==> src/rtl/core/pesh_pkg.sv <==
// ============================================================================
// pesh_pkg
// Types and constants shared by the PES header parser modules.
// ============================================================================
package pesh_pkg;

    // Parser phase, front end
    typedef enum logic [3:0] {
        PH_IDLE    = 4'd0,
        PH_PREFIX1 = 4'd1,
        PH_PREFIX2 = 4'd2,
        PH_STREAM  = 4'd3,
        PH_LEN_HI  = 4'd4,
        PH_LEN_LO  = 4'd5,
        PH_FLAGS1  = 4'd6,
        PH_FLAGS2  = 4'd7,
        PH_HDL     = 4'd8,
        PH_TS      = 4'd9,
        PH_SKIP    = 4'd10
    } phase_t;

    // What the back end does with a queued byte
    typedef enum logic [2:0] {
        OP_NONE   = 3'd0,
        OP_STREAM = 3'd1,
        OP_LEN_HI = 3'd2,
        OP_LEN_LO = 3'd3,
        OP_HDL    = 3'd4,
        OP_TS     = 3'd5
    } op_kind_t;

    typedef enum logic [1:0] {
        ST_OK         = 2'd0,
        ST_BAD_PREFIX = 2'd1,
        ST_BAD_MARKER = 2'd2,
        ST_TOO_SHORT  = 2'd3
    } status_t;

    typedef enum logic [1:0] {
        TSF_NONE     = 2'd0,
        TSF_RESERVED = 2'd1,
        TSF_PTS      = 2'd2,
        TSF_PTS_DTS  = 2'd3
    } ts_flags_t;

    localparam int  TS_W           = 33;
    localparam int  TS_IDX_W       = 4;
    localparam logic [7:0] MARK_MASK = 8'hC0;
    localparam logic [7:0] MARK_BITS = 8'h80;
    localparam logic [7:0] PREFIX_LAST = 8'h01;
    localparam logic [7:0] NEED_PTS  = 8'd5;
    localparam logic [7:0] NEED_BOTH = 8'd10;
    localparam int  Q_DEPTH        = 2;

    typedef struct packed {
        logic [7:0]          data;
        op_kind_t            kind;
        logic [TS_IDX_W-1:0] ts_idx;
        logic                clear_ts;
        logic                copy_dts;
        logic                emit;
        status_t             status;
    } op_t;

endpackage

==> src/rtl/core/pesh_if.sv <==
// ============================================================================
// pesh_if
// Request channels: payload bytes in, parsed header results out.
// ============================================================================
interface pesh_byte_if;
    logic       valid;
    logic       ready;
    logic [7:0] data_byte;
    logic       unit_start;

    modport source (output valid, output data_byte, output unit_start, input ready);
    modport sink   (input valid, input data_byte, input unit_start, output ready);
endinterface

interface pesh_result_if;
    logic        valid;
    logic        ready;
    logic [7:0]  stream_id;
    logic [15:0] packet_length;
    logic [7:0]  header_data_length;
    logic        has_pts;
    logic        has_dts;
    logic [32:0] pts_value;
    logic [32:0] dts_value;
    logic [1:0]  status;

    modport source (output valid, output stream_id, output packet_length,
                    output header_data_length, output has_pts, output has_dts,
                    output pts_value, output dts_value, output status, input ready);
    modport sink   (input valid, input stream_id, input packet_length,
                    input header_data_length, input has_pts, input has_dts,
                    input pts_value, input dts_value, input status, output ready);
endinterface

==> src/rtl/core/pesh_front.sv <==
// ============================================================================
// pesh_front
// Byte sequencer: tracks header position, checks prefix and markers,
// tags each byte it passes on with the operation the back end applies.
// ============================================================================
module pesh_front
    import pesh_pkg::*;
(
    input  logic       clk,
    input  logic       rst_n,
    pesh_byte_if.sink  bytes,
    input  logic       q_full,
    output logic       push,
    output op_t        push_op
);

    phase_t     phase_reg, phase_next;
    logic [7:0] count_reg, count_next;
    ts_flags_t  flags_reg, flags_next;
    logic [7:0] hdl_reg, hdl_next;

    logic       take;
    logic [7:0] b;
    logic [7:0] need;
    logic [7:0] idx1;
    logic [7:0] count_dec;

    assign bytes.ready = !q_full;
    assign take        = bytes.valid && !q_full;
    assign b           = bytes.data_byte;

    always_ff @(posedge clk or negedge rst_n)
    begin
        if (!rst_n)
        begin
            phase_reg <= PH_IDLE;
            count_reg <= '0;
            flags_reg <= TSF_NONE;
            hdl_reg   <= '0;
        end
        else
        begin
            phase_reg <= phase_next;
            count_reg <= count_next;
            flags_reg <= flags_next;
            hdl_reg   <= hdl_next;
        end
    end

    always_comb
    begin
        phase_next = phase_reg;
        count_next = count_reg;
        flags_next = flags_reg;
        hdl_next   = hdl_reg;
        push       = 1'b0;
        push_op    = '{data: b, kind: OP_NONE, ts_idx: count_reg[TS_IDX_W-1:0],
                       clear_ts: 1'b0, copy_dts: 1'b0, emit: 1'b0, status: ST_OK};
        // timestamp bytes that follow, from the held flags
        unique case (flags_reg)
            TSF_PTS_DTS: need = NEED_BOTH;
            TSF_PTS:     need = NEED_PTS;
            default:     need = 8'd0;
        endcase
        idx1      = count_reg + 8'd1;
        count_dec = (count_reg != 8'd0) ? count_reg - 8'd1 : 8'd0;

        if (take)
        begin
            if (bytes.unit_start)
            begin
                if (b != 8'd0)
                begin
                    push           = 1'b1;
                    push_op.emit   = 1'b1;
                    push_op.status = ST_BAD_PREFIX;
                    phase_next     = PH_IDLE;
                end
                else
                begin
                    phase_next = PH_PREFIX1;
                end
            end
            else
            begin
                unique case (phase_reg)
                    PH_PREFIX1:
                    begin
                        if (b != 8'd0)
                        begin
                            push           = 1'b1;
                            push_op.emit   = 1'b1;
                            push_op.status = ST_BAD_PREFIX;
                            phase_next     = PH_IDLE;
                        end
                        else
                            phase_next = PH_PREFIX2;
                    end
                    PH_PREFIX2:
                    begin
                        if (b != PREFIX_LAST)
                        begin
                            push           = 1'b1;
                            push_op.emit   = 1'b1;
                            push_op.status = ST_BAD_PREFIX;
                            phase_next     = PH_IDLE;
                        end
                        else
                            phase_next = PH_STREAM;
                    end
                    PH_STREAM:
                    begin
                        push         = 1'b1;
                        push_op.kind = OP_STREAM;
                        phase_next   = PH_LEN_HI;
                    end
                    PH_LEN_HI:
                    begin
                        push         = 1'b1;
                        push_op.kind = OP_LEN_HI;
                        phase_next   = PH_LEN_LO;
                    end
                    PH_LEN_LO:
                    begin
                        push         = 1'b1;
                        push_op.kind = OP_LEN_LO;
                        phase_next   = PH_FLAGS1;
                    end
                    PH_FLAGS1:
                    begin
                        if ((b & MARK_MASK) != MARK_BITS)
                        begin
                            push           = 1'b1;
                            push_op.emit   = 1'b1;
                            push_op.status = ST_BAD_MARKER;
                            phase_next     = PH_IDLE;
                        end
                        else
                            phase_next = PH_FLAGS2;
                    end
                    PH_FLAGS2:
                    begin
                        flags_next = ts_flags_t'(b[7:6]);
                        phase_next = PH_HDL;
                    end
                    PH_HDL:
                    begin
                        hdl_next         = b;
                        push             = 1'b1;
                        push_op.kind     = OP_HDL;
                        push_op.clear_ts = (flags_reg == TSF_NONE);
                        if (need == 8'd0)
                        begin
                            if (b == 8'd0)
                            begin
                                push_op.emit = 1'b1;
                                phase_next   = PH_IDLE;
                            end
                            else
                            begin
                                count_next = b;
                                phase_next = PH_SKIP;
                            end
                        end
                        else
                        begin
                            count_next = 8'd0;
                            phase_next = PH_TS;
                        end
                    end
                    PH_TS:
                    begin
                        push             = 1'b1;
                        push_op.kind     = OP_TS;
                        push_op.copy_dts = (need == NEED_PTS);
                        count_next       = idx1;
                        if (idx1 >= need)
                        begin
                            if (hdl_reg < need)
                            begin
                                push_op.emit   = 1'b1;
                                push_op.status = ST_TOO_SHORT;
                                phase_next     = PH_IDLE;
                            end
                            else if (hdl_reg == need)
                            begin
                                push_op.emit = 1'b1;
                                phase_next   = PH_IDLE;
                            end
                            else
                            begin
                                count_next = hdl_reg - need;
                                phase_next = PH_SKIP;
                            end
                        end
                    end
                    PH_SKIP:
                    begin
                        count_next = count_dec;
                        if (count_dec == 8'd0)
                        begin
                            push         = 1'b1;
                            push_op.emit = 1'b1;
                            phase_next   = PH_IDLE;
                        end
                    end
                    default:
                        phase_next = PH_IDLE;
                endcase
            end
        end
    end

endmodule

==> src/rtl/core/pesh_queue.sv <==
// ============================================================================
// pesh_queue
// Small FIFO of tagged bytes between sequencer and executor.
// ============================================================================
module pesh_queue
    import pesh_pkg::*;
(
    input  logic clk,
    input  logic rst_n,
    input  logic push,
    input  op_t  push_op,
    output logic full,
    output logic pop_valid,
    output op_t  pop_op,
    input  logic pop
);

    localparam int PTR_W = (Q_DEPTH > 1) ? $clog2(Q_DEPTH) : 1;
    localparam int CNT_W = $clog2(Q_DEPTH + 1);

    op_t              mem_reg [Q_DEPTH];
    logic [PTR_W-1:0] wr_reg, wr_next;
    logic [PTR_W-1:0] rd_reg, rd_next;
    logic [CNT_W-1:0] cnt_reg, cnt_next;
    logic             do_push, do_pop;

    assign full      = (cnt_reg == CNT_W'(Q_DEPTH));
    assign pop_valid = (cnt_reg != '0);
    assign pop_op    = mem_reg[rd_reg];
    assign do_push   = push && !full;
    assign do_pop    = pop && pop_valid;

    always_comb
    begin
        wr_next  = wr_reg;
        rd_next  = rd_reg;
        cnt_next = cnt_reg;
        if (do_push)
            wr_next = (wr_reg == PTR_W'(Q_DEPTH - 1)) ? '0 : wr_reg + 1'b1;
        if (do_pop)
            rd_next = (rd_reg == PTR_W'(Q_DEPTH - 1)) ? '0 : rd_reg + 1'b1;
        if (do_push && !do_pop)
            cnt_next = cnt_reg + 1'b1;
        else if (do_pop && !do_push)
            cnt_next = cnt_reg - 1'b1;
    end

    always_ff @(posedge clk or negedge rst_n)
    begin
        if (!rst_n)
        begin
            wr_reg  <= '0;
            rd_reg  <= '0;
            cnt_reg <= '0;
        end
        else
        begin
            wr_reg  <= wr_next;
            rd_reg  <= rd_next;
            cnt_reg <= cnt_next;
        end
    end

    always_ff @(posedge clk)
    begin
        if (do_push)
            mem_reg[wr_reg] <= push_op;
    end

endmodule

==> src/rtl/core/pesh_back.sv <==
// ============================================================================
// pesh_back
// Executor: holds header fields and timestamps, assembles the result.
// ============================================================================
module pesh_back
    import pesh_pkg::*;
(
    input  logic          clk,
    input  logic          rst_n,
    input  logic          op_valid,
    input  op_t           op,
    output logic          pop,
    pesh_result_if.source headers
);

    logic [7:0]      sid_reg, sid_next;
    logic [15:0]     len_reg, len_next;
    logic [7:0]      hdl_reg, hdl_next;
    logic [TS_W-1:0] pts_reg, pts_next;
    logic [TS_W-1:0] dts_reg, dts_next;
    logic            pts_ok_reg, pts_ok_next;
    logic            dts_ok_reg, dts_ok_next;

    logic            out_valid_reg;
    logic [7:0]      o_sid_reg;
    logic [15:0]     o_len_reg;
    logic [7:0]      o_hdl_reg;
    logic            o_hp_reg, o_hd_reg;
    logic [TS_W-1:0] o_pts_reg, o_dts_reg;
    status_t         o_st_reg;

    logic            slot_free;
    logic [7:0]      b;
    logic [TS_IDX_W-1:0] idx1;
    logic [TS_IDX_W-1:0] k;
    logic [TS_W-1:0] ts_cur, ts_new;

    assign slot_free = !out_valid_reg || headers.ready;
    assign pop       = op_valid && (!op.emit || slot_free);
    assign b         = op.data;
    assign idx1      = op.ts_idx + 1'b1;

    // One timestamp byte into the PTS or DTS field
    always_comb
    begin
        k      = (op.ts_idx < TS_IDX_W'(5)) ? op.ts_idx : op.ts_idx - TS_IDX_W'(5);
        ts_cur = (op.ts_idx < TS_IDX_W'(5)) ? pts_reg : dts_reg;
        ts_new = ts_cur;
        unique case (k)
            TS_IDX_W'(0): ts_new = {b[3:1], 30'd0};
            TS_IDX_W'(1): ts_new[29:22] = b;
            TS_IDX_W'(2): ts_new[21:15] = b[7:1];
            TS_IDX_W'(3): ts_new[14:7]  = b;
            default:      ts_new[6:0]   = b[7:1];
        endcase
    end

    always_comb
    begin
        sid_next    = sid_reg;
        len_next    = len_reg;
        hdl_next    = hdl_reg;
        pts_next    = pts_reg;
        dts_next    = dts_reg;
        pts_ok_next = pts_ok_reg;
        dts_ok_next = dts_ok_reg;
        if (pop)
        begin
            unique case (op.kind)
                OP_STREAM: sid_next = b;
                OP_LEN_HI: len_next = {b, 8'd0};
                OP_LEN_LO: len_next = {len_reg[15:8], b};
                OP_HDL:
                begin
                    hdl_next = b;
                    if (op.clear_ts)
                    begin
                        pts_next    = '0;
                        dts_next    = '0;
                        pts_ok_next = 1'b0;
                        dts_ok_next = 1'b0;
                    end
                end
                OP_TS:
                begin
                    if (op.ts_idx < TS_IDX_W'(5))
                        pts_next = ts_new;
                    else
                        dts_next = ts_new;
                    if (idx1 == TS_IDX_W'(5))
                    begin
                        pts_ok_next = 1'b1;
                        if (op.copy_dts)
                        begin
                            dts_next    = ts_new;
                            dts_ok_next = 1'b1;
                        end
                    end
                    else if (idx1 == TS_IDX_W'(10))
                        dts_ok_next = 1'b1;
                end
                default: ;
            endcase
        end
    end

    always_ff @(posedge clk or negedge rst_n)
    begin
        if (!rst_n)
        begin
            sid_reg    <= '0;
            len_reg    <= '0;
            hdl_reg    <= '0;
            pts_reg    <= '0;
            dts_reg    <= '0;
            pts_ok_reg <= 1'b0;
            dts_ok_reg <= 1'b0;
            out_valid_reg <= 1'b0;
        end
        else
        begin
            sid_reg    <= sid_next;
            len_reg    <= len_next;
            hdl_reg    <= hdl_next;
            pts_reg    <= pts_next;
            dts_reg    <= dts_next;
            pts_ok_reg <= pts_ok_next;
            dts_ok_reg <= dts_ok_next;
            if (pop && op.emit)
                out_valid_reg <= 1'b1;
            else if (headers.ready)
                out_valid_reg <= 1'b0;
        end
    end

    // Result register; error results carry zero fields
    always_ff @(posedge clk)
    begin
        if (pop && op.emit)
        begin
            o_st_reg <= op.status;
            if (op.status == ST_OK)
            begin
                o_sid_reg <= sid_next;
                o_len_reg <= len_next;
                o_hdl_reg <= hdl_next;
                o_hp_reg  <= pts_ok_next;
                o_hd_reg  <= dts_ok_next;
                o_pts_reg <= pts_next;
                o_dts_reg <= dts_next;
            end
            else
            begin
                o_sid_reg <= '0;
                o_len_reg <= '0;
                o_hdl_reg <= '0;
                o_hp_reg  <= 1'b0;
                o_hd_reg  <= 1'b0;
                o_pts_reg <= '0;
                o_dts_reg <= '0;
            end
        end
    end

    assign headers.valid              = out_valid_reg;
    assign headers.stream_id          = o_sid_reg;
    assign headers.packet_length      = o_len_reg;
    assign headers.header_data_length = o_hdl_reg;
    assign headers.has_pts            = o_hp_reg;
    assign headers.has_dts            = o_hd_reg;
    assign headers.pts_value          = o_pts_reg;
    assign headers.dts_value          = o_dts_reg;
    assign headers.status             = o_st_reg;

endmodule

==> src/rtl/core/pes_header_parser_top.sv <==
// ============================================================================
// pes_header_parser_top
// PES header parser: bytes in, one header summary (or error) out per header.
// ============================================================================
//
//  channel   dir  handshake     payload
//  -------   ---  ------------  ----------------------------------------------
//  bytes     in   valid/ready   data_byte[7:0], unit_start
//  headers   out  valid/ready   stream_id, packet_length, header_data_length,
//                               has_pts, has_dts, pts_value, dts_value, status
//
//  One byte per cycle while the queue is not full; the sequencer holds only
//  position state, so each byte is classified in its cycle of arrival.
//  A result passes through the queue, then the result register, after the
//  byte that completes the header.
//  Reset is asynchronous, active low; all parser and held fields clear.
//  A stalled result output backs up the 2-entry queue; bytes stop being
//  taken only when the queue is full.
//
module pes_header_parser_top
    import pesh_pkg::*;
(
    input  logic          clk,
    input  logic          rst_n,
    pesh_byte_if.sink     bytes,
    pesh_result_if.source headers
);

    // sequencer to queue
    logic push;
    op_t  push_op;
    logic q_full;

    // queue to executor
    logic pop_valid;
    op_t  pop_op;
    logic pop;

    pesh_front u_front (
        .clk     (clk),
        .rst_n   (rst_n),
        .bytes   (bytes),
        .q_full  (q_full),
        .push    (push),
        .push_op (push_op)
    );

    pesh_queue u_queue (
        .clk       (clk),
        .rst_n     (rst_n),
        .push      (push),
        .push_op   (push_op),
        .full      (q_full),
        .pop_valid (pop_valid),
        .pop_op    (pop_op),
        .pop       (pop)
    );

    pesh_back u_back (
        .clk      (clk),
        .rst_n    (rst_n),
        .op_valid (pop_valid),
        .op       (pop_op),
        .pop      (pop),
        .headers  (headers)
    );

endmodule
==> src/flat_wrapper.sv <==
// flat-port wrapper written by rule: the top's interface ports become plain ports
module pes_header_parser_top_flat import pesh_pkg::*;
  (clk, rst_n, bytes_valid, bytes_data_byte, bytes_unit_start, bytes_ready, headers_valid, headers_stream_id, headers_packet_length, headers_header_data_length, headers_has_pts, headers_has_dts, headers_pts_value, headers_dts_value, headers_status, headers_ready);
  pesh_byte_if bytes_i ();
  pesh_result_if headers_i ();
  input  logic clk;
  input  logic rst_n;
  input wire logic [$bits(bytes_i.valid)-1:0] bytes_valid;
  input wire logic [$bits(bytes_i.data_byte)-1:0] bytes_data_byte;
  input wire logic [$bits(bytes_i.unit_start)-1:0] bytes_unit_start;
  output wire logic [$bits(bytes_i.ready)-1:0] bytes_ready;
  output wire logic [$bits(headers_i.valid)-1:0] headers_valid;
  output wire logic [$bits(headers_i.stream_id)-1:0] headers_stream_id;
  output wire logic [$bits(headers_i.packet_length)-1:0] headers_packet_length;
  output wire logic [$bits(headers_i.header_data_length)-1:0] headers_header_data_length;
  output wire logic [$bits(headers_i.has_pts)-1:0] headers_has_pts;
  output wire logic [$bits(headers_i.has_dts)-1:0] headers_has_dts;
  output wire logic [$bits(headers_i.pts_value)-1:0] headers_pts_value;
  output wire logic [$bits(headers_i.dts_value)-1:0] headers_dts_value;
  output wire logic [$bits(headers_i.status)-1:0] headers_status;
  input wire logic [$bits(headers_i.ready)-1:0] headers_ready;
  assign bytes_i.valid = bytes_valid;
  assign bytes_i.data_byte = bytes_data_byte;
  assign bytes_i.unit_start = bytes_unit_start;
  assign bytes_ready = bytes_i.ready;
  assign headers_valid = headers_i.valid;
  assign headers_stream_id = headers_i.stream_id;
  assign headers_packet_length = headers_i.packet_length;
  assign headers_header_data_length = headers_i.header_data_length;
  assign headers_has_pts = headers_i.has_pts;
  assign headers_has_dts = headers_i.has_dts;
  assign headers_pts_value = headers_i.pts_value;
  assign headers_dts_value = headers_i.dts_value;
  assign headers_status = headers_i.status;
  assign headers_i.ready = headers_ready;
  pes_header_parser_top u_core (.clk(clk), .rst_n(rst_n), .bytes(bytes_i), .headers(headers_i));
endmodule
==> config.mk <==
export PLATFORM = sky130hd
export DESIGN_NAME = pes_header_parser_top_flat
export DESIGN_NICKNAME = d
export VERILOG_FILES = /design/src/rtl/core/pesh_pkg.sv /design/src/rtl/core/pesh_if.sv /design/src/rtl/core/pesh_front.sv /design/src/rtl/core/pesh_queue.sv /design/src/rtl/core/pesh_back.sv /design/src/rtl/core/pes_header_parser_top.sv /design/src/flat_wrapper.sv
export SDC_FILE = /design/constraint.sdc
export NUM_CORES = 1
export LEC_CHECK = 0
export BUFFER_PORTS_ARGS = -buffer_cell sky130_fd_sc_hd__buf_4
export CAP_MARGIN = 20
export CORE_MARGIN = 4
export CORE_UTILIZATION = 35
export DETAILED_ROUTE_END_ITERATION = 12
export SETUP_SLACK_MARGIN = 0.05
export SYNTH_ARGS = -nofsm -noshare
export SYNTH_HDL_FRONTEND = slang
export SYNTH_HIERARCHICAL = 1
export SYNTH_SLANG_ARGS = --single-unit
==> constraint.sdc <==
create_clock -name clk -period 4.6 [get_ports clk]
set_input_delay 0.92 -clock clk [delete_from_list [all_inputs] [get_ports clk]]
set_output_delay 0.92 -clock clk [all_outputs]
set_load 0.03 [all_outputs]
# Yosys cells after proc, flatten, opt, wreduce, memory -nomap -nowiden
# Memories as Yosys holds them, arrays and structs flattened.
# Index checks and enable logic that the tools add are counted.
# W data, S select, Z words.
[classes]
muxes = 87
n_eq_ne = 30
n_addsub = 9
n_lt_le_gt_ge = 3
n_bitwise = 1
reduce_logical = 32
[ops]
columns = ["op", "n"]
rows = [
  ["$mux W33", 9],
  ["$pmux W33 S2", 2],
  ["$mux W8", 10],
  ["$pmux W4 S10", 1],
  ["$mux W4", 8],
  ["$pmux W16 S2", 1],
  ["$pmux W8 S2", 2],
  ["$pmux W7 S2", 2],
  ["$mux W1", 27],
  ["$mux W3", 9],
  ["$eq A4 B3 Y1 const B", 6],
  ["$logic_not A8 Y1", 3],
  ["$pmux W8 S3", 1],
  ["$eq A4 B2 Y1 const B", 4],
  ["$eq A4 B4 Y1 const B", 4],
  ["$mux W16", 1],
  ["$reduce_bool A8 Y1", 2],
  ["$pmux W3 S5", 1],
  ["$mux W2", 6],
  ["$ne A3 B3 Y1 const B", 3],
  ["$reduce_and A3 Y1", 3],
  ["$add A8 B1 Y8 const B", 1],
  ["$eq A4 B1 Y1 const B", 2],
  ["$eq A8 B4 Y1", 1],
  ["other kinds (33)", 53],
]
[word_totals]
register_bits = 229
memories = 1
output_inout_bits = 104
input_bits = 13
ram_bits = 40
[memory_table]
columns = ["name", "depth", "word_bits", "rd", "rd_clocked_by_memory_dff", "wr", "line_no", "text"]
rows = [
  ["u_core.u_queue.mem_reg", 2, 20, 1, 0, 1, "pesh_queue.sv:21", "op_t mem_reg [Q_DEPTH];"],
]

# Logic depth before layout (Yosys ltp)
# Gate-level depths: netlist of run 1.
[logic_depth]
depth_word = 12
depth_mapped = 15
ltp_nobuf = 14

# By module
# Netlist of run 1, hierarchy kept.
[by_module_without_submodules]
columns = ["mod", "cells_per_inst", "n_inst", "area_per_inst_um2"]
rows = [
  ["pesh_back", 769, 1, 9180.1],
  ["pesh_front", 284, 1, 2344.7],
  ["pesh_queue", 81, 1, 1737.9],
]

# Worst setup path before layout of run 1
# No wires, ideal clock.
[synth_timing]
path_type = "input -> register"
start = "input headers_ready"
end = "register u_core.u_back.o_dts_reg[0], in the netlist u_core/u_back/headers.dts_value[0], enable pin"
t_required_ns = 4.126
path_stages = 2
path_slack_ns = 0.647
path_buffers = 0
arrival_time_ns = 3.479
setup_ns = 0.474
path_cell_list = "nand3b_1 and3_1"
[synth_between]
elab_chain_cells = 4
[synth_lines]
columns = ["element", "line_no", "text"]
rows = [
  ["from (decl)", "flat_wrapper.sv:21", "input wire logic [$bits(headers_i.ready)-1:0] headers_ready;"],
  ["$logic_or A1 B1 Y1", "pesh_back.sv:38", "assign slot_free = !out_valid_reg || headers.ready;"],
  ["$logic_or A1 B1 Y1", "pesh_back.sv:39", "assign pop = op_valid && (!op.emit || slot_free);"],
  ["$logic_and A1 B1 Y1", "pesh_back.sv:39", ""],
  ["$logic_and A1 B1 Y1", "pesh_back.sv:139", "if (pop && op.emit)"],
  ["to (signal assigned)", "pesh_back.sv:150", "o_dts_reg <= dts_next;"],
  ["to (decl)", "pesh_back.sv:29", "logic [TS_W-1:0] o_pts_reg, o_dts_reg;"],
]
# Every way passes these cells.
# A chain may end at the register's enable or synchronous reset.

# Worst setup path after layout of run 1
[layout_timing]
start = "register u_core.u_front.count_reg[2]"
end = "memory u_core/u_queue/mem_reg[1][8] in the netlist's numbering, enable pin"
[layout_between]
elab_chain_cells = 10
word_cells_on_any_way = 11
cone_classes = "1 x add/sub; 7 x mux; 3 x reduce/logical"
[layout_lines]
columns = ["element", "line_no", "text"]
rows = [
  ["from (decl)", "pesh_front.sv:18", "logic [7:0] count_reg, count_next;"],
  ["from (signal assigned)", "pesh_front.sv:44", "count_reg <= count_next;"],
  ["$sub A8 B1 Y8 or $reduce_bool A8 Y1 (tied branches)", "pesh_front.sv:66", "count_dec = (count_reg != 8'd0) ? count_reg - 8'd1 : 8'd0;"],
  ["$mux W8 *", "pesh_front.sv:66", ""],
  ["$logic_not A8 Y1 *", "pesh_front.sv:200", "if (count_dec == 8'd0)"],
  ["$mux W1 *", "pesh_front.sv:200", ""],
  ["$pmux W1 S5 *", "pesh_front.sv:86", "unique case (phase_reg)"],
  ["$mux W1 *", "pesh_front.sv:70", "if (bytes.unit_start)"],
  ["$mux W1 *", "pesh_front.sv:68", "if (take)"],
  ["named net u_core.push", "pes_header_parser_top.sv:30", "logic push;"],
  ["$logic_and A1 B1 Y1 *", "pesh_queue.sv:30", "assign do_push = push && !full;"],
  ["$mux W1 *", "pesh_queue.sv:66", "if (do_push)"],
  ["$mux W1 (implied by the code) *", "pesh_queue.sv:67", "mem_reg[wr_reg] <= push_op;"],
  ["to (decl)", "pesh_queue.sv:21", ""],
]
# The timed path passes the listed nets; every way through them passes the cells marked *.

==> results of run 1 <==
[area by class of cell]
| type | count | area share, % |
|---|---|---|
| Inverter | 23 | 0.551 |
| Sequential cell | 269 | 47.5 |
| Multi-Input combinational cell | 757 | 34.0 |
| Timing Repair Buffer | 134 | 6.58 |
| Clock inverter | 21 | 1.93 |
| Clock buffer | 37 | 5.35 |
| Tap cell | 511 | 4.08 |
[cells by family (layout without fill, tap and decap cells)]
kind of cell	Yosys count	in the layout	synth area share, %
compound gates	286	286	15.6
buf+inv	108	215	3.88
simple gates	347	347	13.6
xor+xnor	19	19	1.31
flops	269	269	56.1
fa+ha+maj	15	15	1.45
mux	90	90	8.05
[power by group through the flow]
stage / Sequential (µW) / Combinational [µW] / Clock [µW]
finish: 4210 / 5490 / 2700
global route: 4330 / 5900 / 2870
CTS: 4220 / 5510 / 2770
detailed placement: 4270 / 5490 / 0
global placement: 4240 / 5440 / 0
floorplan: 4920 / 3170 / 0
[path summary, 6_finish.rpt]
check | to | slack [ns]
setup / recovery | u_core/u_queue/mem_reg[1][8] | 1.11
hold / removal | u_core/u_back/pts_reg[12] | 0.45
setup reg to reg | u_core/u_queue/mem_reg[1][8] | 1.11
hold reg to reg | u_core/u_back/len_reg[6] | 0.48
max in group asynchronous | u_core/u_front/flags_reg[0] | 3.27
min in group clk | u_core/u_back/len_reg[6] | 0.48
[placed cells by master (no fill, tap or decap), types with 26 or more instances in the layout]
| cell type | n |
|---|---|
| a21oi_1 | 28 |
| buf_4 | 132 |
| o21ai_0 | 95 |
| and2_1 | 34 |
| mux2_2 | 57 |
| nor3_1 | 26 |
| nand2_1 | 112 |
| clkbuf_16 | 31 |
| edfxtp_1 | 142 |
| dfrtp_1 | 127 |
| nor2_1 | 52 |
| a221o_1 | 28 |
[worst max-delay path, cell delays in order (launching register included)]
cell and delay, ns:
dfrtp_1 0.57, or3_1 0.51, o31ai_1 0.22, o2111a_1 0.26, a21oi_1 0.09, o311ai_0 0.43
o21a_1 0.23, and3_1 0.78
[stage by stage]
| step | cells | worst slack (ns) | utilization, % |
|---|---|---|---|
| global placement | 1694 | 1.21 | 38.7 |
| global route | 1752 | 0.819 | 41.8 |
| finish | 1752 | 1.11 | 41.8 |
| CTS | 1752 | 1.10 | 41.8 |
| detailed placement | 1694 | 1.10 | 38.7 |
| floorplan | 1134 | 0.647 | - |
[per-layer routing]
metal  wire length (µm)  global-route usage [%]
met5                  0                       0
met4                736                    4.22
met3               2150                    2.76
met2              16200                    25.7
met1              14800                    21.6
==> results.sh, run 1 <==
export IMPL_dieArea_um2=41100
export IMPL_cts_buffers=31
export IMPL_fp_dieW_um=203
export IMPL_multiInputGateArea_um2=5320
export IMPL_synth_cells=1134
export IMPL_final_antenna_net_count=0
export IMPL_syn_to_final_growth_pct=18.1
export IMPL_yosys_area_top_type_share_pct=32.2
export IMPL_p_sw_share_pct=41.0
export IMPL_min_period_over_period_pct=75.8
export IMPL_worstPathArrival_ns=3.67
export IMPL_setup_violations=0
export IMPL_wire_per_inst_um=19.3
export IMPL_yosysWarnings=6
export IMPL_fmax_mhz=287
export IMPL_nNetsFinal=1243
export IMPL_grt_setup_unrepaired="no"
export IMPL_cp_required_ns=4.78
export IMPL_firstDrtPassIters=5
export IMPL_drive_gt1_share_pct=24.3
export IMPL_leakagePower_uw=0.00616
export IMPL_clock_latency_ns=0.56
export IMPL_path_class="reg -> reg"
export IMPL_synth_most_common_cell="edfxtp_1"
export IMPL_placed_area_um2=14500
export IMPL_viasPerCell=5.49
export IMPL_synthFlopType="edfxtp_1"
export IMPL_grt_max_degree=71
export IMPL_num_antenna_cells=0
export IMPL_grt_pass1_wl_mm=52.1
export IMPL_first_iter_violations=908
export IMPL_coreArea_um2=37500
export IMPL_power_density_nw_per_um2=792
export IMPL_ys_types=93
export IMPL_drc=0
export IMPL_setup_worst_path_start="u_core/u_front/count_reg[2]"
export IMPL_largest_register_ffs=40
export IMPL_synth_edff_count=142
export IMPL_fin_skew_ns=0.00877
export IMPL_routed_wl_mm=33.8
export IMPL_grt_pass1_vias=9136
export IMPL_r2r_start="u_core/u_front/count_reg[2]"
export IMPL_start_util_pct=35.4
export IMPL_outcome="finished clean"
export IMPL_drv_slew=0
export IMPL_hold_slack_ns=0.447
export IMPL_vias=9612
export IMPL_async_flop_share_pct=47.2
export IMPL_synthTopCellsByCount="edfxtp_1 (142), dfrtp_1 (127), nand2_1 (112)"
export IMPL_clockBufferDepth=3
export IMPL_synthTopCellsByArea="edfxtp_1 (32%), dfrtp_1 (24%), mux2_2 (4.8%)"
export IMPL_cp_end_kind="flop"
export IMPL_total_power_uw=12400
export IMPL_start_kind="flop"
export IMPL_p_sw_uw=5090
export IMPL_pin_count=117
export IMPL_path_clk_slew_ns=0.06
export IMPL_io_buffers=116
export IMPL_worstPathMaxFanout=20
export IMPL_fillCellCount=3567
export IMPL_setup_tns_final_ns=0
export IMPL_yosysTopAreaCell="edfxtp_1"
export IMPL_syn_area_um2=13300
export IMPL_hp_class="in -> async"
export IMPL_antenna_found_initial=0
export IMPL_clock_tree_root_cell="clkbuf_16"
export IMPL_regArea_um2=7440
export IMPL_p_int_uw=7320
export IMPL_min_period_ns=3.49
export IMPL_syn_num_nets=1161
export IMPL_pwr_share_seq_pct=34.0
export IMPL_reg2reg_depth=7
export IMPL_syn_avg_cell_area_um2=11.7
export IMPL_core_rowCount=71
export IMPL_ir_worst_vdd_mv=0.336
export IMPL_worst_slew_pin_slew_ns=1.05
export IMPL_ctsResizeCount=0
export IMPL_hpwl_mm=22.0
export IMPL_cts_htree_levels=1
export IMPL_ys_seq_area_share_pct=56.1
export IMPL_relSlewSlack_pct=29.6
export IMPL_ctsHoldBuffers=0
export IMPL_cts_setup_buffers=0
export IMPL_gp_congestion=0.890
export IMPL_hold_viol_final=0
export IMPL_die_h_um=203
export IMPL_grt_overflow_total=0
export IMPL_cts_tree="yes"
export IMPL_combPwrFrac_pct=44.3
export IMPL_grt_use_total_pct=15.7
export IMPL_maxCapViolations=0
export IMPL_design_area_um2=15700
export IMPL_clock_sinks=269
export IMPL_power_frac_clock_pct=21.7
export IMPL_ys_ff_latch=269
No activity file was read; power rests on OpenSTA's default activity.
==> inputs of run 2 (changes only) <==
- clock period: 4.6 -> 3.4 ns (I/O delays scaled with it)
==> run 2 against run 1 <==
Net effect: critical path depth rose by 3; first-iteration DRC count up 1.8%; core utilization rose by 0.28 points; non-clock buffer count grew 20; hold slack worse by 0.11 ns; clock skew is 0.019 ns higher; clock-buffer cell count up 3; sequential share of layout area is 0.31 points lower; register-to-register slack lost 0.77 ns; sequential power increased by 36%; largest cell class unchanged; highest routed layer unchanged.
==> results.sh, run 2 (synthesized netlist as in run 1, its figures left out) <==
export IMPL_outcome="finished clean"
export IMPL_fp_dieW_um=203
export IMPL_fmax_mhz=327
export IMPL_viasPerCell=5.40
export IMPL_pin_count=117
export IMPL_setup_violations=0
export IMPL_final_util_pct=42.0
export IMPL_vias=9551
export IMPL_die_h_um=203
export IMPL_worst_slew_pin_slew_ns=0.732
export IMPL_pwr_share_seq_pct=34.1
export IMPL_num_antenna_cells=0
export IMPL_drc=0
export IMPL_grt_overflow_total=0
export IMPL_combPwrFrac_pct=46.3
export IMPL_hp_class="in -> reg"
export IMPL_hold_viol_final=0
export IMPL_cts_tree="yes"
export IMPL_antenna_found_initial=0
export IMPL_min_period_over_period_pct=89.9
export IMPL_worstPathArrival_ns=3.31
export IMPL_clock_sinks=269
export IMPL_ir_worst_vdd_mv=0.627
export IMPL_grt_setup_unrepaired="no"
export IMPL_drive_gt1_share_pct=25.0
export IMPL_power_frac_clock_pct=19.6
export IMPL_routed_wl_mm=34.7
export IMPL_fin_skew_ns=0.0280
export IMPL_min_period_ns=3.06
export IMPL_gp_congestion=0.872
export IMPL_p_int_uw=9790
export IMPL_start_kind="flop"
export IMPL_core_rowCount=71
export IMPL_relSlewSlack_pct=51.2
export IMPL_fillCellCount=3549
export IMPL_grt_max_degree=104
export IMPL_hold_depth=1
export IMPL_final_antenna_net_count=0
export IMPL_path_clk_slew_ns=0.06
export IMPL_path_class="reg -> reg"
export IMPL_cts_htree_levels=1
export IMPL_cts_buffers=30
export IMPL_wire_per_inst_um=19.6
export IMPL_drv_slew=0
export IMPL_dieArea_um2=41100
export IMPL_firstDrtPassIters=7
export IMPL_clock_tree_root_cell="clkbuf_16"
export IMPL_power_density_nw_per_um2=1060
export IMPL_setup_tns_final_ns=0
export IMPL_cp_required_ns=3.66
export IMPL_io_buffers=116
export IMPL_nNetsFinal=1262
export IMPL_clock_latency_ns=0.58
export IMPL_coreArea_um2=37500
export IMPL_syn_to_final_growth_pct=18.9
export IMPL_clockBufferDepth=3
export IMPL_largest_register_ffs=40
export IMPL_p_sw_share_pct=41.7
export IMPL_first_iter_violations=924
export IMPL_hpwl_mm=22.9
export IMPL_maxCapViolations=0
export IMPL_hold_slack_ns=0.338
export IMPL_grt_pass1_vias=9488
export IMPL_final_common_cell="buf_4"
export IMPL_reg2reg_depth=10
export IMPL_grt_use_total_pct=16.3
export IMPL_leakagePower_uw=0.00621
export IMPL_grt_pass1_wl_mm=54.3
export IMPL_cp_end_kind="flop"
export IMPL_start_util_pct=35.4
export IMPL_worstPathMaxFanout=20
export IMPL_final_cell_mix="buf_4 (146), edfxtp_1 (142), dfrtp_1 (127)"
export IMPL_p_sw_uw=6990
[run 2: changes by cell type in the layout (fill, tap and decap cells not counted), sizes merged]
cell,delta
buf,+19
bufinv,-4
inv,-4
clkbuf,+3
clkinv,+2
clkinvlp,+1
dlygate4sd3,+1
[run 2: power groups by stage]
stage                     clock, µW  combinational (µW)  sequential [µW]
after floorplan                   0                4290             6610
after global placement            0                7700             5760
after detailed placement          0                7780             5790
after CTS                      3360                7810             5730
after global routing           3500                8410             5870
final                          3280                7780             5720
[run 2: per-stage QoR]
| stage | setup slack, ns | cells | power, µW | area [µm²] |
|---|---|---|---|---|
| after floorplan | 0.118 | 1134 | 10900 | 13300 |
| after global placement | 0.161 | 1713 | 13500 | 14700 |
| after detailed placement | 0.157 | 1713 | 13600 | 14700 |
| after CTS | 0.337 | 1770 | 16900 | 15800 |
| after global routing | 0.0609 | 1770 | 17800 | 15800 |
| final | 0.344 | 1770 | 16800 | 15800 |
[run 2: worst paths after layout]
check | start | to | slack, ns
max reg2reg | u_core/u_front/count_reg[0] | u_core/u_queue/mem_reg[0][5] | 0.34
min reg2reg | u_core/u_back/len_reg[4] | u_core/u_back/len_reg[4] | 0.48
min in group asynchronous | rst_n | u_core/u_back/dts_reg[11] | 0.58
max | u_core/u_front/count_reg[0] | u_core/u_queue/mem_reg[0][5] | 0.34
max in group asynchronous | rst_n | u_core/u_back/len_reg[13] | 2.18
min | bytes_data_byte[5] | u_core/u_queue/mem_reg[1][17] | 0.34
[run 2: critical path, stage by stage, from the launching register on]
cell and delay, ns:
dfrtp_1 0.43, buf_4 0.18, or3_1 0.41, o31ai_1 0.23, o2111a_1 0.26, a21oi_1 0.08, o311ai_0 0.46, o21a_1 0.23
nand2_2 0.08, nor2_1 0.18, buf_12 0.20
[run 2: repair_timing]
item,CTS,global route
resized for setup,0,0
buffers inserted,0,0
hold buffers,1,0
hold endpoints to repair,7,0
[run 2: per-layer routing]
metal | global-route usage (%) | wire length, µm | up-vias
met1 | 22.2 | 15200 | 4715
li1 | - | - | 4477
met2 | 27.5 | 16800 | 305
met4 | 4.44 | 933 | 0
met3 | 2.40 | 1740 | 54
met5 | 0 | 0 | -
[run 2: cell type report]
type,count,area [µm²],share of cell area (%)
sequential,269,7440,47.2
multi-input combinational,757,5320,33.7
timing repair buffer,154,1250,7.91
clock buffer,40,838,5.32
tap,511,639,4.06
clock inverter,16,191,1.21
inverter,23,86.3,0.548
==> inputs of run 3 (changes only) <==
- ABC_AREA: not set -> 1
==> run 3 against run 2 <==
Net effect: largest power group unchanged; largest cell class unchanged; fmax is 3.1% higher; core utilization decreased by 0.31 points; die area is 0.45% higher; clock-buffer cell count stayed put; non-clock buffer count shrank 11; final cell count is 22% higher; area after synthesis grew 0.47%; sequential share of layout area grew 0.24 points; hold slack got worse by 0.16 ns; clock skew down 0.015 ns; sequential cell count did not move; critical endpoint is now u_core/u_back/headers.pts_value[9].
==> results.sh, run 3 <==
export IMPL_p_sw_uw=6490
export IMPL_fin_skew_ns=0.0135
export IMPL_hold_viol_final=0
export IMPL_cp_required_ns=3.77
export IMPL_clock_tree_root_cell="clkbuf_16"
export IMPL_pin_count=117
export IMPL_drc=0
export IMPL_routed_wl_mm=34.7
export IMPL_viasPerCell=4.91
export IMPL_start_util_pct=35.5
export IMPL_total_power_uw=15100
export IMPL_yosys_area_top_type_share_pct=32.0
export IMPL_ys_seq_area_share_pct=55.8
export IMPL_stdcell_count=2165
export IMPL_coreArea_um2=37600
export IMPL_yosysWarnings=6
export IMPL_relSlewSlack_pct=52.7
export IMPL_syn_to_final_growth_pct=17.7
export IMPL_nNetsFinal=1657
export IMPL_syn_num_nets=1551
export IMPL_cp_cell_sequence="inv_2 > nand2_1 > nand2_1 > inv_1 > ha_1 > inv_2 > nand2_2 > nand2_4 > buf_4 > nand2_1 > o21ai_0 > nand3_1 > nand3_1 > nand2_1 > a21oi_1"
export IMPL_power_density_nw_per_um2=966
export IMPL_clock_latency_ns=0.56
export IMPL_firstDrtPassIters=5
export IMPL_cts_tree="yes"
export IMPL_synth_most_common_cell="nand2_1"
export IMPL_drive_gt1_share_pct=15.7
export IMPL_cts_htree_levels=1
export IMPL_min_period_ns=2.97
export IMPL_ir_worst_vdd_mv=0.398
export IMPL_setup_tns_final_ns=0
export IMPL_yosysTopAreaCell="edfxtp_1"
export IMPL_outcome="finished clean"
export IMPL_path_class="reg -> reg"
export IMPL_p_sw_share_pct=42.9
export IMPL_synthTopCellsByArea="edfxtp_1 (32%), dfrtp_1 (24%), nand2_1 (14%)"
export IMPL_fillCellCount=3709
export IMPL_combPwrFrac_pct=43.6
export IMPL_start_kind="flop"
export IMPL_drv_slew=0
export IMPL_final_common_cell="nand2_1"
export IMPL_slowest_stage="buf_4"
export IMPL_crit_top_cell="nand2_1"
export IMPL_wire_per_inst_um=16.0
export IMPL_first_iter_violations=740
export IMPL_cts_buffers=30
export IMPL_clockBufferDepth=3
export IMPL_ctsHoldBuffers=0
export IMPL_hpwl_mm=23.7
export IMPL_hp_class="in -> async"
export IMPL_async_flop_share_pct=47.2
export IMPL_synth_edff_count=142
export IMPL_worstPathArrival_ns=3.34
export IMPL_vias=10600
export IMPL_worstPathMaxFanout=51
export IMPL_core_rowCount=71
export IMPL_syn_area_um2=13300
export IMPL_synthTopCellsByCount="nand2_1 (494), inv_1 (160), edfxtp_1 (142)"
export IMPL_setup_violations=0
export IMPL_grt_pass1_wl_mm=55.3
export IMPL_ys_types=43
export IMPL_largest_register_ffs=40
export IMPL_dieArea_um2=41300
export IMPL_dp_cells=2109
export IMPL_grt_setup_unrepaired="no"
export IMPL_power_frac_clock_pct=21.5
export IMPL_syn_avg_cell_area_um2=8.74
export IMPL_pwr_share_seq_pct=34.9
export IMPL_min_period_over_period_pct=87.2
export IMPL_leakagePower_uw=0.00711
export IMPL_max_stage_delay_ns=0.50
export IMPL_grt_use_total_pct=16.5
export IMPL_worst_slew_pin_slew_ns=0.710
export IMPL_grt_max_degree=62
export IMPL_maxCapViolations=0
export IMPL_synthFlopType="edfxtp_1"
export IMPL_ys_ff_latch=269
export IMPL_ctsResizeCount=0
export IMPL_final_antenna_net_count=0
export IMPL_gp_congestion=0.869
export IMPL_fmax_mhz=337
export IMPL_final_cell_mix="nand2_1 (494), inv_1 (159), edfxtp_1 (142)"
export IMPL_io_buffers=116
export IMPL_clock_sinks=269
export IMPL_path_clk_slew_ns=0.06
export IMPL_die_h_um=203
export IMPL_cts_setup_buffers=0
export IMPL_antenna_found_initial=0
export IMPL_num_antenna_cells=0
export IMPL_synth_cells=1524
export IMPL_grt_pass1_vias=10400
export IMPL_fp_dieW_um=203
export IMPL_grt_overflow_total=0
export IMPL_p_int_uw=8650
export IMPL_cp_end_kind="flop"
==> run 3: worst max-delay path: cells and delay by family, from the launching register on <==
kind                       cells  cell delay (ns)
AOI/OAI and AO/OA              2             0.32
adders and majority gates      1             0.25
buffers and inverters          4             0.79
DFF                            1             0.43
and+or+nand+nor                8             0.96
==> run 3: area by class of cell <==
cell class,count,area (µm²),share of cell area (%)
multi-input combinational,1016,4860,31.0
inverter,170,647,4.12
sequential,269,7440,47.4
timing repair buffer,143,1100,7.00
clock inverter,16,166,1.06
tap,511,639,4.08
clock buffer,40,830,5.29
==> run 3: path summary, 6_finish.rpt <==
| check | startpoint | end | slack, ns | cells after the start |
|---|---|---|---|---|
| max | u_core/u_queue/rd_reg | u_core/u_back/headers.pts_value[9] | 0.43 | 15 |
| min | rst_n | u_core/u_back/len_reg[5] | 0.18 | 1 |
| max reg2reg | u_core/u_queue/rd_reg | u_core/u_back/headers.pts_value[9] | 0.43 | 15 |
| min reg2reg | u_core/u_queue/cnt_reg[1] | u_core/u_queue/cnt_reg[1] | 0.48 | 2 |
| max in group asynchronous | rst_n | u_core/u_back/dts_reg[14] | 2.45 | 2 |
| min in group clk | bytes_data_byte[3] | u_core/u_queue/mem_reg[0][15] | 0.32 | 1 |
==> run 3: kinds of logic after synthesis <==
logic type	synth area share, %
DFF	55.8
AOI/OAI and AO/OA	10.2
xor gates and xnor gates	0.657
adders and majority gates	1.37
buffers and inverters	7.75
and+or+nand+nor	24.2
==> run 3: power by group through the flow <==
stage / registers, µW / logic [µW] / clock network [µW]
global placement: 5330 / 6540 / 0
global route: 5400 / 7300 / 3480
finish: 5280 / 6600 / 3260
floorplan: 6320 / 3530 / 0
CTS: 5300 / 6650 / 3350
detailed placement: 5350 / 6640 / 0
==> run 3: routing by layer <==
metal	vias to the layer above	GRT usage, %	part of all wire (%)
li1	5207	-	-
met2	291	27.5	47
met1	5077	23.0	46
met3	53	2.51	5.6
met4	0	4.00	1.9
met5	-	0	0
==> run 3: stage by stage <==
step	area (µm²)	utilization, %	hold WS, ns	setup WS, ns
6_report	15700	41.7	0.176	0.435
4_1_cts	15700	41.7	0.196	0.394
5_1_grt	15700	41.7	0.217	0.158
3_3_place_gp	14700	39.1	0.457	0.416
2_1_floorplan	13300	-	0.384	0.346
3_5_place_dp	14700	39.1	0.470	0.404
